[config.mk]
export PLATFORM = sky130hd
export DESIGN_NAME = bounded_key_value_table_flat
export DESIGN_NICKNAME = d
export VERILOG_FILES = /design/src/design/kvt_pkg.sv /design/src/design/kvt_req_if.sv /design/src/design/kvt_rsp_if.sv /design/src/design/kvt_ctrl.sv /design/src/design/kvt_dpath.sv /design/src/design/bounded_key_value_table.sv /design/src/flat_wrapper.sv
export VERILOG_INCLUDE_DIRS = /design/src /design/src/design
export SDC_FILE = /design/constraint.sdc
export NUM_CORES = 2
export LEC_CHECK = 0
export ABC_AREA = 1
export CELL_PAD_IN_SITES_DETAIL_PLACEMENT = 1
export CELL_PAD_IN_SITES_GLOBAL_PLACEMENT = 1
export CORE_UTILIZATION = 25
export CTS_CLUSTER_DIAMETER = 150
export DETAILED_ROUTE_END_ITERATION = 10
export DONT_BUFFER_PORTS = 1
export PLACE_DENSITY = 0.55
export SLEW_MARGIN = 20
export SYNTH_ARGS = -nofsm -noshare
export SYNTH_HDL_FRONTEND = slang
export SYNTH_HIERARCHICAL = 1
export SYNTH_SLANG_ARGS = --single-unit
[constraint.sdc]
create_clock -name clk -period 9.34 [get_ports clk]
set_input_delay 0.934 -clock clk [delete_from_list [all_inputs] [get_ports clk]]
set_output_delay 0.934 -clock clk [all_outputs]
set_load 0.1 [all_outputs]
[src/design/bounded_key_value_table_assert.svh]
// ============================================================================
// Assertion macros for the key/value table
// Concurrent checks that compile away when ASSERT_OFF is defined.
// ============================================================================
`ifndef BOUNDED_KEY_VALUE_TABLE_ASSERT_SVH
`define BOUNDED_KEY_VALUE_TABLE_ASSERT_SVH

`ifndef ASSERT_OFF

// The consequent must hold whenever the antecedent holds.
`define KVT_ASSERT_IMPLY(label, clk, rst_n, ante, cons) \
    label: assert property (@(posedge clk) disable iff (!rst_n) (ante) |-> (cons)) \
        else $error("assertion failed: ante implies cons");

// The consequent must hold in the cycle after the antecedent.
`define KVT_ASSERT_NEXT(label, clk, rst_n, ante, cons) \
    label: assert property (@(posedge clk) disable iff (!rst_n) (ante) |=> (cons)) \
        else $error("assertion failed: ante then cons");

// The condition must never be true.
`define KVT_ASSERT_NEVER(label, clk, rst_n, cond) \
    label: assert property (@(posedge clk) disable iff (!rst_n) !(cond)) \
        else $error("assertion failed: forbidden condition");

`else

`define KVT_ASSERT_IMPLY(label, clk, rst_n, ante, cons)
`define KVT_ASSERT_NEXT(label, clk, rst_n, ante, cons)
`define KVT_ASSERT_NEVER(label, clk, rst_n, cond)

`endif

`endif

[src/design/kvt_pkg.sv]
// ============================================================================
// Key/value table package
// Field widths, operation codes and the controller/datapath command bundles.
// ============================================================================
`default_nettype none

package kvt_pkg;

    // Fixed widths of the request and response words.
    localparam int KEY_W     = 32;
    localparam int VAL_W     = 32;
    localparam int POS_W     = 4;
    localparam int OP_W      = 3;
    localparam int COUNT_W   = 5;
    localparam int CAP_W     = 5;

    localparam logic [CAP_W-1:0] CAP_RESET = 5'd16;

    // Operation codes; code 7 is unused and does nothing.
    typedef enum logic [OP_W-1:0] {
        OP_INSERT     = 3'd0,
        OP_UPDATE     = 3'd1,
        OP_INS_OR_UPD = 3'd2,
        OP_ERASE      = 3'd3,
        OP_CONTAINS   = 3'd4,
        OP_GET_KEY    = 3'd5,
        OP_GET_POS    = 3'd6
    } op_t;

    // Read address select.
    typedef enum logic [1:0] {
        RD_IDX  = 2'd0,
        RD_NEXT = 2'd1,
        RD_POS  = 2'd2
    } rd_sel_t;

    // Write address and data select.
    typedef enum logic [1:0] {
        WR_APPEND = 2'd0,
        WR_UPDATE = 2'd1,
        WR_SHIFT  = 2'd2
    } wr_sel_t;

    // Commands from the controller to the datapath.
    typedef struct packed {
        logic    start;
        logic    idx_inc;
        logic    rd_en;
        rd_sel_t rd_sel;
        logic    mark_found;
        logic    wr_en;
        wr_sel_t wr_sel;
        logic    cnt_inc;
        logic    cnt_dec;
        logic    set_ok;
        logic    set_kout;
        logic    set_vout;
        logic    out_load;
    } kvt_cmd_t;

    // Status from the datapath to the controller.
    typedef struct packed {
        op_t  op;
        logic found;
        logic idx_at_end;
        logic key_match;
        logic next_in_use;
        logic can_append;
        logic pos_in_use;
    } kvt_sts_t;

endpackage

`default_nettype wire

[src/design/kvt_req_if.sv]
// ============================================================================
// Request channel
// Valid/ready channel that carries one operation word.
// ============================================================================
`default_nettype none

interface kvt_req_if;

    logic                        valid;
    logic                        ready;
    logic [kvt_pkg::OP_W-1:0]    op;
    logic [kvt_pkg::KEY_W-1:0]   key;
    logic [kvt_pkg::VAL_W-1:0]   value;
    logic [kvt_pkg::POS_W-1:0]   position;

    modport source (output valid, output op, output key, output value, output position,
                    input ready);
    modport sink   (input valid, input op, input key, input value, input position,
                    output ready);

endinterface

`default_nettype wire

[src/design/kvt_rsp_if.sv]
// ============================================================================
// Response channel
// Valid/ready channel that carries one result word.
// ============================================================================
`default_nettype none

interface kvt_rsp_if;

    logic                          valid;
    logic                          ready;
    logic                          ok;
    logic [kvt_pkg::KEY_W-1:0]     key_out;
    logic [kvt_pkg::VAL_W-1:0]     value_out;
    logic [kvt_pkg::COUNT_W-1:0]   count;
    logic                          is_empty;

    modport source (output valid, output ok, output key_out, output value_out,
                    output count, output is_empty, input ready);
    modport sink   (input valid, input ok, input key_out, input value_out,
                    input count, input is_empty, output ready);

endinterface

`default_nettype wire

[src/design/kvt_ctrl.sv]
// ============================================================================
// Key/value table controller
// Sequences search, append, update, erase shift, position read and result delivery.
// ============================================================================
`default_nettype none

module kvt_ctrl (
    input  wire logic              clk,
    input  wire logic              rst_n,
    input  wire logic              in_valid,
    input  wire kvt_pkg::op_t      in_op,
    output logic                   in_ready,
    input  wire logic              out_ready,
    output logic                   out_valid,
    input  wire kvt_pkg::kvt_sts_t sts,
    output kvt_pkg::kvt_cmd_t      cmd
);

    typedef enum logic [8:0] {
        ST_IDLE = 9'b000000001,
        ST_SRD  = 9'b000000010,
        ST_SCMP = 9'b000000100,
        ST_EXEC = 9'b000001000,
        ST_PRD  = 9'b000010000,
        ST_PCMP = 9'b000100000,
        ST_ERD  = 9'b001000000,
        ST_EWR  = 9'b010000000,
        ST_DONE = 9'b100000000
    } state_t;

    state_t state_reg, state_next;
    logic   out_valid_reg, out_valid_next;

    assign in_ready  = (state_reg == ST_IDLE);
    assign out_valid = out_valid_reg;

    // Next state and command decode.
    always_comb
    begin
        state_next = state_reg;
        cmd        = '0;
        unique case (state_reg)
            ST_IDLE:
            begin
                if (in_valid)
                begin
                    cmd.start = 1'b1;
                    unique case (in_op)
                        kvt_pkg::OP_GET_POS:    state_next = ST_PRD;
                        kvt_pkg::OP_INSERT,
                        kvt_pkg::OP_UPDATE,
                        kvt_pkg::OP_INS_OR_UPD,
                        kvt_pkg::OP_ERASE,
                        kvt_pkg::OP_CONTAINS,
                        kvt_pkg::OP_GET_KEY:    state_next = ST_SRD;
                        default:                state_next = ST_DONE;
                    endcase
                end
            end
            ST_SRD:
            begin
                if (sts.idx_at_end)
                begin
                    state_next = ST_EXEC;
                end
                else
                begin
                    cmd.rd_en  = 1'b1;
                    cmd.rd_sel = kvt_pkg::RD_IDX;
                    state_next = ST_SCMP;
                end
            end
            ST_SCMP:
            begin
                if (sts.key_match)
                begin
                    cmd.mark_found = 1'b1;
                    cmd.set_vout   = (sts.op == kvt_pkg::OP_GET_KEY);
                    state_next     = ST_EXEC;
                end
                else
                begin
                    cmd.idx_inc = 1'b1;
                    state_next  = ST_SRD;
                end
            end
            ST_EXEC:
            begin
                state_next = ST_DONE;
                unique case (sts.op)
                    kvt_pkg::OP_INSERT:
                    begin
                        if (!sts.found && sts.can_append)
                        begin
                            cmd.wr_en   = 1'b1;
                            cmd.wr_sel  = kvt_pkg::WR_APPEND;
                            cmd.cnt_inc = 1'b1;
                            cmd.set_ok  = 1'b1;
                        end
                    end
                    kvt_pkg::OP_UPDATE:
                    begin
                        if (sts.found)
                        begin
                            cmd.wr_en  = 1'b1;
                            cmd.wr_sel = kvt_pkg::WR_UPDATE;
                            cmd.set_ok = 1'b1;
                        end
                    end
                    kvt_pkg::OP_INS_OR_UPD:
                    begin
                        if (sts.found)
                        begin
                            cmd.wr_en  = 1'b1;
                            cmd.wr_sel = kvt_pkg::WR_UPDATE;
                            cmd.set_ok = 1'b1;
                        end
                        else if (sts.can_append)
                        begin
                            cmd.wr_en   = 1'b1;
                            cmd.wr_sel  = kvt_pkg::WR_APPEND;
                            cmd.cnt_inc = 1'b1;
                            cmd.set_ok  = 1'b1;
                        end
                    end
                    kvt_pkg::OP_ERASE:
                    begin
                        if (sts.found)
                        begin
                            state_next = ST_ERD;
                        end
                    end
                    kvt_pkg::OP_CONTAINS,
                    kvt_pkg::OP_GET_KEY:
                    begin
                        cmd.set_ok = sts.found;
                    end
                    default:
                    begin
                    end
                endcase
            end
            ST_PRD:
            begin
                if (sts.pos_in_use)
                begin
                    cmd.rd_en  = 1'b1;
                    cmd.rd_sel = kvt_pkg::RD_POS;
                    state_next = ST_PCMP;
                end
                else
                begin
                    state_next = ST_DONE;
                end
            end
            ST_PCMP:
            begin
                cmd.set_ok   = 1'b1;
                cmd.set_kout = 1'b1;
                cmd.set_vout = 1'b1;
                state_next   = ST_DONE;
            end
            ST_ERD:
            begin
                // Move the next entry down, or close the list when none is left.
                if (sts.next_in_use)
                begin
                    cmd.rd_en  = 1'b1;
                    cmd.rd_sel = kvt_pkg::RD_NEXT;
                    state_next = ST_EWR;
                end
                else
                begin
                    cmd.cnt_dec = 1'b1;
                    cmd.set_ok  = 1'b1;
                    state_next  = ST_DONE;
                end
            end
            ST_EWR:
            begin
                cmd.wr_en   = 1'b1;
                cmd.wr_sel  = kvt_pkg::WR_SHIFT;
                cmd.idx_inc = 1'b1;
                state_next  = ST_ERD;
            end
            ST_DONE:
            begin
                if (!out_valid_reg || out_ready)
                begin
                    cmd.out_load = 1'b1;
                    state_next   = ST_IDLE;
                end
            end
            default:
            begin
                state_next = ST_IDLE;
            end
        endcase
    end

    // The output word stays valid until it is taken.
    assign out_valid_next = cmd.out_load | (out_valid_reg & ~out_ready);

    always_ff @(posedge clk or negedge rst_n)
    begin
        if (!rst_n)
        begin
            state_reg     <= ST_IDLE;
            out_valid_reg <= 1'b0;
        end
        else
        begin
            state_reg     <= state_next;
            out_valid_reg <= out_valid_next;
        end
    end

endmodule

`default_nettype wire

[src/design/kvt_dpath.sv]
// ============================================================================
// Key/value table datapath
// Entry memory, count, capacity, search index and the output register.
// ============================================================================
`default_nettype none

module kvt_dpath #(
    parameter int DEPTH       = 16,
    parameter int KEY_WIDTH   = 32,
    parameter int VALUE_WIDTH = 32
) (
    input  wire logic                            clk,
    input  wire logic                            rst_n,
    input  wire logic                            cfg_we,
    input  wire logic [kvt_pkg::CAP_W-1:0]       cfg_data,
    input  wire logic [kvt_pkg::OP_W-1:0]        req_op,
    input  wire logic [kvt_pkg::KEY_W-1:0]       req_key,
    input  wire logic [kvt_pkg::VAL_W-1:0]       req_value,
    input  wire logic [kvt_pkg::POS_W-1:0]       req_pos,
    input  wire kvt_pkg::kvt_cmd_t               cmd,
    output kvt_pkg::kvt_sts_t                    sts,
    output logic                                 out_ok,
    output logic [kvt_pkg::KEY_W-1:0]            out_key,
    output logic [kvt_pkg::VAL_W-1:0]            out_value,
    output logic [kvt_pkg::COUNT_W-1:0]          out_count,
    output logic                                 out_empty
);

    localparam int AW    = (DEPTH > 1) ? $clog2(DEPTH) : 1;
    localparam int CNT_W = $clog2(DEPTH + 1);
    localparam int CMP_W = (CNT_W > kvt_pkg::POS_W) ? CNT_W : kvt_pkg::POS_W;
    localparam int ROW_W = KEY_WIDTH + VALUE_WIDTH;

    // Entry store: one row holds a key and its value.
    logic [ROW_W-1:0]       mem [DEPTH];
    logic [ROW_W-1:0]       rdata_reg;

    logic [kvt_pkg::CAP_W-1:0] cap_reg;
    logic [CNT_W-1:0]       count_reg, count_next;
    logic [CNT_W-1:0]       idx_reg, idx_next;
    logic                   found_reg, found_next;

    kvt_pkg::op_t           op_reg;
    logic [KEY_WIDTH-1:0]   key_reg;
    logic [VALUE_WIDTH-1:0] val_reg;
    logic [kvt_pkg::POS_W-1:0] pos_reg;

    logic                   res_ok_reg;
    logic [kvt_pkg::KEY_W-1:0] res_key_reg;
    logic [kvt_pkg::VAL_W-1:0] res_val_reg;

    logic                   out_ok_reg;
    logic [kvt_pkg::KEY_W-1:0] out_key_reg;
    logic [kvt_pkg::VAL_W-1:0] out_val_reg;
    logic [kvt_pkg::COUNT_W-1:0] out_count_reg;
    logic                   out_empty_reg;

    logic [63:0]            key_in64, val_in64, rd_key64, rd_val64;
    logic [KEY_WIDTH-1:0]   rd_key;
    logic [VALUE_WIDTH-1:0] rd_val;
    logic [CNT_W-1:0]       idx_plus;
    logic [CMP_W-1:0]       pos_ext, count_ext;
    logic [31:0]            count32;
    logic [AW-1:0]          rd_addr, wr_addr;
    logic [ROW_W-1:0]       wr_row;

    // Width conversion between the fixed fields and the stored entries.
    assign key_in64 = 64'(req_key);
    assign val_in64 = 64'(req_value);
    assign rd_key   = rdata_reg[ROW_W-1:VALUE_WIDTH];
    assign rd_val   = rdata_reg[VALUE_WIDTH-1:0];
    assign rd_key64 = 64'(rd_key);
    assign rd_val64 = 64'(rd_val);

    assign idx_plus  = idx_reg + 1'b1;
    assign pos_ext   = CMP_W'(pos_reg);
    assign count_ext = CMP_W'(count_reg);
    assign count32   = 32'(count_reg);

    // Status back to the controller.
    assign sts.op          = op_reg;
    assign sts.found       = found_reg;
    assign sts.idx_at_end  = (idx_reg == count_reg);
    assign sts.key_match   = (rd_key == key_reg);
    assign sts.next_in_use = (idx_plus < count_reg);
    assign sts.can_append  = (count32 < 32'(cap_reg)) && (count32 < 32'(DEPTH));
    assign sts.pos_in_use  = (pos_ext < count_ext);

    // Memory addresses and write data.
    always_comb
    begin
        unique case (cmd.rd_sel)
            kvt_pkg::RD_IDX:  rd_addr = idx_reg[AW-1:0];
            kvt_pkg::RD_NEXT: rd_addr = idx_plus[AW-1:0];
            kvt_pkg::RD_POS:  rd_addr = pos_ext[AW-1:0];
            default:          rd_addr = idx_reg[AW-1:0];
        endcase
        unique case (cmd.wr_sel)
            kvt_pkg::WR_APPEND:
            begin
                wr_addr = count_reg[AW-1:0];
                wr_row  = {key_reg, val_reg};
            end
            kvt_pkg::WR_UPDATE:
            begin
                wr_addr = idx_reg[AW-1:0];
                wr_row  = {key_reg, val_reg};
            end
            kvt_pkg::WR_SHIFT:
            begin
                wr_addr = idx_reg[AW-1:0];
                wr_row  = rdata_reg;
            end
            default:
            begin
                wr_addr = idx_reg[AW-1:0];
                wr_row  = rdata_reg;
            end
        endcase
    end

    always_ff @(posedge clk)
    begin
        if (cmd.wr_en)
        begin
            mem[wr_addr] <= wr_row;
        end
        if (cmd.rd_en)
        begin
            rdata_reg <= mem[rd_addr];
        end
    end

    // Count, search index and found flag.
    always_comb
    begin
        count_next = count_reg;
        if (cmd.cnt_inc)
        begin
            count_next = count_reg + 1'b1;
        end
        else if (cmd.cnt_dec)
        begin
            count_next = count_reg - 1'b1;
        end

        idx_next   = idx_reg;
        found_next = found_reg;
        if (cmd.start)
        begin
            idx_next   = '0;
            found_next = 1'b0;
        end
        else
        begin
            if (cmd.idx_inc)
            begin
                idx_next = idx_plus;
            end
            if (cmd.mark_found)
            begin
                found_next = 1'b1;
            end
        end
    end

    always_ff @(posedge clk or negedge rst_n)
    begin
        if (!rst_n)
        begin
            cap_reg   <= kvt_pkg::CAP_RESET;
            count_reg <= '0;
            idx_reg   <= '0;
            found_reg <= 1'b0;
        end
        else
        begin
            if (cfg_we)
            begin
                cap_reg <= cfg_data;
            end
            count_reg <= count_next;
            idx_reg   <= idx_next;
            found_reg <= found_next;
        end
    end

    // Request capture and result assembly.
    always_ff @(posedge clk)
    begin
        if (cmd.start)
        begin
            op_reg      <= kvt_pkg::op_t'(req_op);
            key_reg     <= key_in64[KEY_WIDTH-1:0];
            val_reg     <= val_in64[VALUE_WIDTH-1:0];
            pos_reg     <= req_pos;
            res_ok_reg  <= 1'b0;
            res_key_reg <= '0;
            res_val_reg <= '0;
        end
        else
        begin
            if (cmd.set_ok)
            begin
                res_ok_reg <= 1'b1;
            end
            if (cmd.set_kout)
            begin
                res_key_reg <= rd_key64[kvt_pkg::KEY_W-1:0];
            end
            if (cmd.set_vout)
            begin
                res_val_reg <= rd_val64[kvt_pkg::VAL_W-1:0];
            end
        end
    end

    // Output register, loaded once the operation is complete.
    always_ff @(posedge clk)
    begin
        if (cmd.out_load)
        begin
            out_ok_reg    <= res_ok_reg;
            out_key_reg   <= res_key_reg;
            out_val_reg   <= res_val_reg;
            out_count_reg <= count32[kvt_pkg::COUNT_W-1:0];
            out_empty_reg <= (count_reg == '0);
        end
    end

    assign out_ok    = out_ok_reg;
    assign out_key   = out_key_reg;
    assign out_value = out_val_reg;
    assign out_count = out_count_reg;
    assign out_empty = out_empty_reg;

endmodule

`default_nettype wire

[src/design/bounded_key_value_table.sv]
// ============================================================================
// Bounded key/value table
// Fixed-capacity map kept as a packed list in insertion order.
// ============================================================================
//
//  Channel   Direction   Handshake          Carries
//  -------   ---------   ----------------   ---------------------------------
//  req       in          valid/ready        op, key, value, position
//  rsp       out         valid/ready        ok, key_out, value_out, count,
//                                           is_empty
//  cfg       in          cfg_we only        capacity (cfg_data)
//
// One request word is worked on at a time. The key search reads one entry
// from the entry memory and compares its key before it reads the next, and
// erase moves each later entry down by reading it and writing it one place
// lower. A position read reads the entry at that position, if it is in use,
// and then sets the result. The done state stalls while the previous word
// is still waiting in the output register; otherwise a finished word waits
// there while the next request is accepted. Reset clears the count and sets
// the capacity to sixteen; the entry memory itself is not cleared.
//
`default_nettype none

`include "bounded_key_value_table_assert.svh"

module bounded_key_value_table #(
    parameter int DEPTH       = 16,
    parameter int KEY_WIDTH   = 32,
    parameter int VALUE_WIDTH = 32
) (
    input  wire logic                          clk,
    input  wire logic                          rst_n,
    kvt_req_if.sink                            req,
    kvt_rsp_if.source                          rsp,
    input  wire logic                          cfg_we,
    input  wire logic [kvt_pkg::CAP_W-1:0]     cfg_data
);

    kvt_pkg::kvt_cmd_t cmd;
    kvt_pkg::kvt_sts_t sts;

    // Controller: sequencing and handshakes.
    kvt_ctrl u_ctrl (
        .clk       (clk),
        .rst_n     (rst_n),
        .in_valid  (req.valid),
        .in_op     (kvt_pkg::op_t'(req.op)),
        .in_ready  (req.ready),
        .out_ready (rsp.ready),
        .out_valid (rsp.valid),
        .sts       (sts),
        .cmd       (cmd)
    );

    // Datapath: entry storage and result words.
    kvt_dpath #(
        .DEPTH       (DEPTH),
        .KEY_WIDTH   (KEY_WIDTH),
        .VALUE_WIDTH (VALUE_WIDTH)
    ) u_dpath (
        .clk       (clk),
        .rst_n     (rst_n),
        .cfg_we    (cfg_we),
        .cfg_data  (cfg_data),
        .req_op    (req.op),
        .req_key   (req.key),
        .req_value (req.value),
        .req_pos   (req.position),
        .cmd       (cmd),
        .sts       (sts),
        .out_ok    (rsp.ok),
        .out_key   (rsp.key_out),
        .out_value (rsp.value_out),
        .out_count (rsp.count),
        .out_empty (rsp.is_empty)
    );

    // An accepted word never coincides with an entry write.
    `KVT_ASSERT_NEVER(a_no_write_on_accept, clk, rst_n, cmd.wr_en && req.valid && req.ready)
    // A finished word is loaded only when the output register is free or being emptied.
    `KVT_ASSERT_IMPLY(a_load_when_free, clk, rst_n, cmd.out_load, !rsp.valid || rsp.ready)
    // The count grows only when there is room.
    `KVT_ASSERT_IMPLY(a_append_has_room, clk, rst_n, cmd.cnt_inc, sts.can_append && !cmd.cnt_dec)

endmodule

`default_nettype wire
[src/flat_wrapper.sv]
// flat-port wrapper written by rule: the top's interface ports become plain ports
module bounded_key_value_table_flat 
#(
    parameter int DEPTH       = 16,
    parameter int KEY_WIDTH   = 32,
    parameter int VALUE_WIDTH = 32
)
  (clk, rst_n, cfg_we, cfg_data, req_valid, req_op, req_key, req_value, req_position, req_ready, rsp_valid, rsp_ok, rsp_key_out, rsp_value_out, rsp_count, rsp_is_empty, rsp_ready);
  kvt_req_if req_i ();
  kvt_rsp_if rsp_i ();
  input  wire logic clk;
  input  wire logic rst_n;
  input  wire logic cfg_we;
  input  wire logic [kvt_pkg::CAP_W-1:0] cfg_data;
  input wire logic [$bits(req_i.valid)-1:0] req_valid;
  input wire logic [$bits(req_i.op)-1:0] req_op;
  input wire logic [$bits(req_i.key)-1:0] req_key;
  input wire logic [$bits(req_i.value)-1:0] req_value;
  input wire logic [$bits(req_i.position)-1:0] req_position;
  output wire logic [$bits(req_i.ready)-1:0] req_ready;
  output wire logic [$bits(rsp_i.valid)-1:0] rsp_valid;
  output wire logic [$bits(rsp_i.ok)-1:0] rsp_ok;
  output wire logic [$bits(rsp_i.key_out)-1:0] rsp_key_out;
  output wire logic [$bits(rsp_i.value_out)-1:0] rsp_value_out;
  output wire logic [$bits(rsp_i.count)-1:0] rsp_count;
  output wire logic [$bits(rsp_i.is_empty)-1:0] rsp_is_empty;
  input wire logic [$bits(rsp_i.ready)-1:0] rsp_ready;
  assign req_i.valid = req_valid;
  assign req_i.op = req_op;
  assign req_i.key = req_key;
  assign req_i.value = req_value;
  assign req_i.position = req_position;
  assign req_ready = req_i.ready;
  assign rsp_valid = rsp_i.valid;
  assign rsp_ok = rsp_i.ok;
  assign rsp_key_out = rsp_i.key_out;
  assign rsp_value_out = rsp_i.value_out;
  assign rsp_count = rsp_i.count;
  assign rsp_is_empty = rsp_i.is_empty;
  assign rsp_i.ready = rsp_ready;
  bounded_key_value_table #(.DEPTH(DEPTH), .KEY_WIDTH(KEY_WIDTH), .VALUE_WIDTH(VALUE_WIDTH)) u_core (.clk(clk), .rst_n(rst_n), .req(req_i), .rsp(rsp_i), .cfg_we(cfg_we), .cfg_data(cfg_data));
endmodule
==> qor_table.md <==
| Quantity | Reported |
|:---|:---|
| Run status | complete, no violations |
| DP HPWL | 89700 um |
| CTS tree | done |
| Final hold vios | 0 |
| I/O Pins | 154 |
| Areal power density over the cells | 243 mW/mm2 |
| Cell chosen for the clock root | clkbuf_16 |
| Leakage power of the design | 0.0247 uW |
| Clk_skew | 0.0306 ns |
| Internal power | 10900 uW |
| Portion of the post-synthesis area used by sequential elements | 69.2% |
| Total non-filler cell area in the finished layout | 0.0644 mm2 |
| Sequential share of power | 46.4% |
| Post-place instance area | 0.0596 mm2 |
| Number of rows in the core area | 173 |
| Total via count after detailed routing | 36900 |
| Met1 Routed Length | 82500 um |
| DRT Wirelength | 176000 um |
| Reg clk slew, reported paths | 0.06 ns |
| Final instance count without filler cells | 8063 |
| Final Slew Violations | 0 |
| Global-route wire length before repair | 258000 um |
| Initial Utilization | 25.2% |
| WP data required | 9.85 ns |
| Initial antenna violation count | 29 |
| Maximum number of pins on one net before global-route repair | 162 |
| Number of nets still failing antenna checks after routing | 0 |
| Register-to-Register Setup Slack | 2.86 ns |
| Total negative slack | 0 ns |
| Type of the worst min-delay path | input port to flip-flop |
| Sinks on the clock net | 1321 |
| Period utilisation layout | 69.3% |
| Filler cell count in the final layout | 24800 |
| Power spent charging and discharging nets | 4710 uW |
| Core area | 0.223 mm2 |
| Power share of the combinational group | 17.0% |
| Maximum level of the CTS H-tree | 4 |
| Post-synthesis net count | 5113 |
| Min cycle time layout | 6.48 ns |
| Post_cts resized | 0 |
| Worst slew pin tran | 1.16 ns |
| Number of cells in the design after placement | 7773 |
| Final worst setup slack | 2.86 ns |
| Kind of critical path | flip-flop to flip-flop |
| Layout overhead on the synthesized area | 14.5% |
| Worst relative slew slack | 22.9% |
| Post-DR vias/cell | 4.57 |
| Most common cell in the netlist | edfxtp_1 |
| Drt drc | 0 |
| Met3 WL post-DR | 9350 um |
| Setup repair after global routing missed its margin | false |
| Worst setup EP type | flip-flop |
| Remaining global-route overflow | 0 |
| Number of cells traversed by the worst hold path | 0 |
| Top_reg_cell synth | edfxtp_1 |
| VDD IR max | 0.171 mV |
| Cell taking the most area after synthesis | edfxtp_1 |
| Share of layout cells above drive strength 1 | 7.91% |
| Crit path launch type | flip-flop |
| Post-synth EDFFs | 1230 |
| Flip-flop and latch area | 0.0389 mm2 |
| Distinct cells, synth | 41 |
| Highest metal used | met5 |
| FF+latch count, synth | 1321 |
| Largest fanout of any net on the critical path | 148 |
| Setup violators final | 0 |
| Die area | 0.227 mm2 |
| Number of DRC markers in iteration 0 | 2676 |
| Number of max-capacitance violations reported | 0 |
| Multi-input logic area | 0.0134 mm2 |
| Share of total power in the clock network | 36.6% |
| Worst slack at placement | 2.86 ns |
| Switching share of power | 30.1% |
| Number of global-route vias before repair | 37100 |
| Synth Instances | 5013 |
| Die boundary width | 476 um |
| Post-synth top cells | 1230 x edfxtp_1, 1175 x nand3_1, 810 x nand2_1 |
| Data arrival time at the worst-slack endpoint | 6.99 ns |
| Buffers on Ports | 0 |
| Async S/R FF share, synth | 1.97% |
| Wire length on met2 | 79300 um |
| Dominant cells by area after synthesis | edfxtp_1 66%, nand3_1 10%, nand2_1 5.4% |
| Post-synth top area share | 65.7% |
| Final weighted congestion of routability-driven global placement | 0.755 |
| Number of clock buffers inserted by TritonCTS | 154 |
| Skew-Pair Late Insertion Delay | 0.80 ns |
| Highest clock rate | 154 MHz |
| Synth Warn # | 6 |
| Summed instance area of the synthesized netlist | 0.0562 mm2 |
| Number of search-and-repair iterations in the first detailed-routing pass | 5 |
| Post-layout net count | 5058 |
| FF-to-FF path depth | 19 |
| Routed length per instance | 21.8 um |
| Overall Global Routing Usage | 15.2% |
| Die Y | 476 um |
| Buffer levels on the longest clock path | 3 |
| Number of flip-flops under the largest register name | 1024 |
| Avg Cell Area, Syn | 11.2 um2 |
==> layout by cell type, fill, tap and decap left out, drive strengths merged, types with 24 or more instances in the layout <==
| cell type | n |
|---|---|
| buf | 83 |
| clkbuf | 213 |
| clkinv | 50 |
| dfrtp | 24 |
| dfxtp | 65 |
| edfxtp | 1230 |
| inv | 774 |
| mux2 | 54 |
| nand2 | 817 |
| nand3 | 1176 |
| nand3b | 185 |
| nor2 | 201 |
| o21ai | 98 |
| xnor2 | 31 |
==> worst paths after layout <==
check | endpoint | start
setup / recovery | u_core/u_dpath/rdata_reg[23]$_DFFE_PP_ | u_core/u_dpath/idx_reg[0]$_DFFE_PN0P_
hold reg to reg | u_core/u_dpath/out_key[2]$_DFFE_PP_ | u_core/u_dpath/res_key_reg[2]$_SDFFE_PP0P_
hold / removal | u_core/u_dpath/val_reg[19]$_DFFE_PP_ | req_value[19]
max in group asynchronous | u_core/u_ctrl/state_reg[0]$_DFFE_PN1P_ | rst_n
min in group asynchronous | u_core/u_dpath/count_ext[2]$_DFFE_PN0P_ | rst_n
setup reg to reg | u_core/u_dpath/rdata_reg[23]$_DFFE_PP_ | u_core/u_dpath/idx_reg[0]$_DFFE_PN0P_
==> cell type report <==
class,count,area share (%)
Clock buffer,213,6.49
Sequential cell,1321,60.4
Clock inverter,67,0.845
Inverter,767,4.49
Tap cell,2975,5.78
Antenna cell,6,0.0233
Timing Repair Buffer,84,1.24
Multi-Input combinational cell,2630,20.7
==> metal layers <==
metal  GRT usage [%]  up-vias
met4            4.17       40
met5               0        -
met1            21.2    18800
li1                -    16900
met2            24.0      840
met3            2.96      268
==> critical path, stage by stage (launching register included) <==
cell and delay, ns:
dfrtp_1 0.43, ha_1 0.25, xor2_1 0.26, ha_1 0.30, a21oi_1 0.14, nor2_1 0.06, a2111oi_0 0.67, nand4_1 0.35
inv_1 0.17, inv_1 0.05, ha_1 0.42, inv_2 0.18, nand3_4 0.56, nand2_8 0.90, buf_12 0.46, nand2_1 0.12
nand3_1 0.11, nand3_1 0.10, nand3_1 0.13, nand2_1 0.10
==> power by group through the flow <==
stage          Sequential [uW]  Clock, uW  Combinational [uW]
6_report                  7260       5710                2660
5_1_grt                   7270       6090                2990
4_1_cts                   7260       5880                2700
3_5_place_dp              7380          0                2680
3_3_place_gp              7380          0                2620
2_1_floorplan             7280          0                1860
==> cells by family after synthesis <==
family | count (synthesis) | synth area share (%)
compound gates | 126 | 1.20
xor+xnor | 36 | 0.561
fa+ha+maj | 19 | 0.436
buf+inv | 1062 | 7.49
flops | 1321 | 69.2
mux | 54 | 1.08
simple gates | 2395 | 20.1
==> timing repair <==
item                                   4_1_cts  5_1_grt
buffers inserted                             0        0
endpoints found under the hold margin       26        0
hold buffers                                 2        0
==> per-stage QoR <==
step | power, uW | hold slack (ns) | utilization, %
CTS | 15800 | 0.158 | 28.9
global placement | 10000 | 0.411 | 26.7
floorplan | 9150 | 0.403 | -
finish | 15600 | 0.229 | 28.9
global route | 16400 | 0.180 | 28.9
detailed placement | 10100 | 0.414 | 26.7
(Power assumes the default switching activity.)
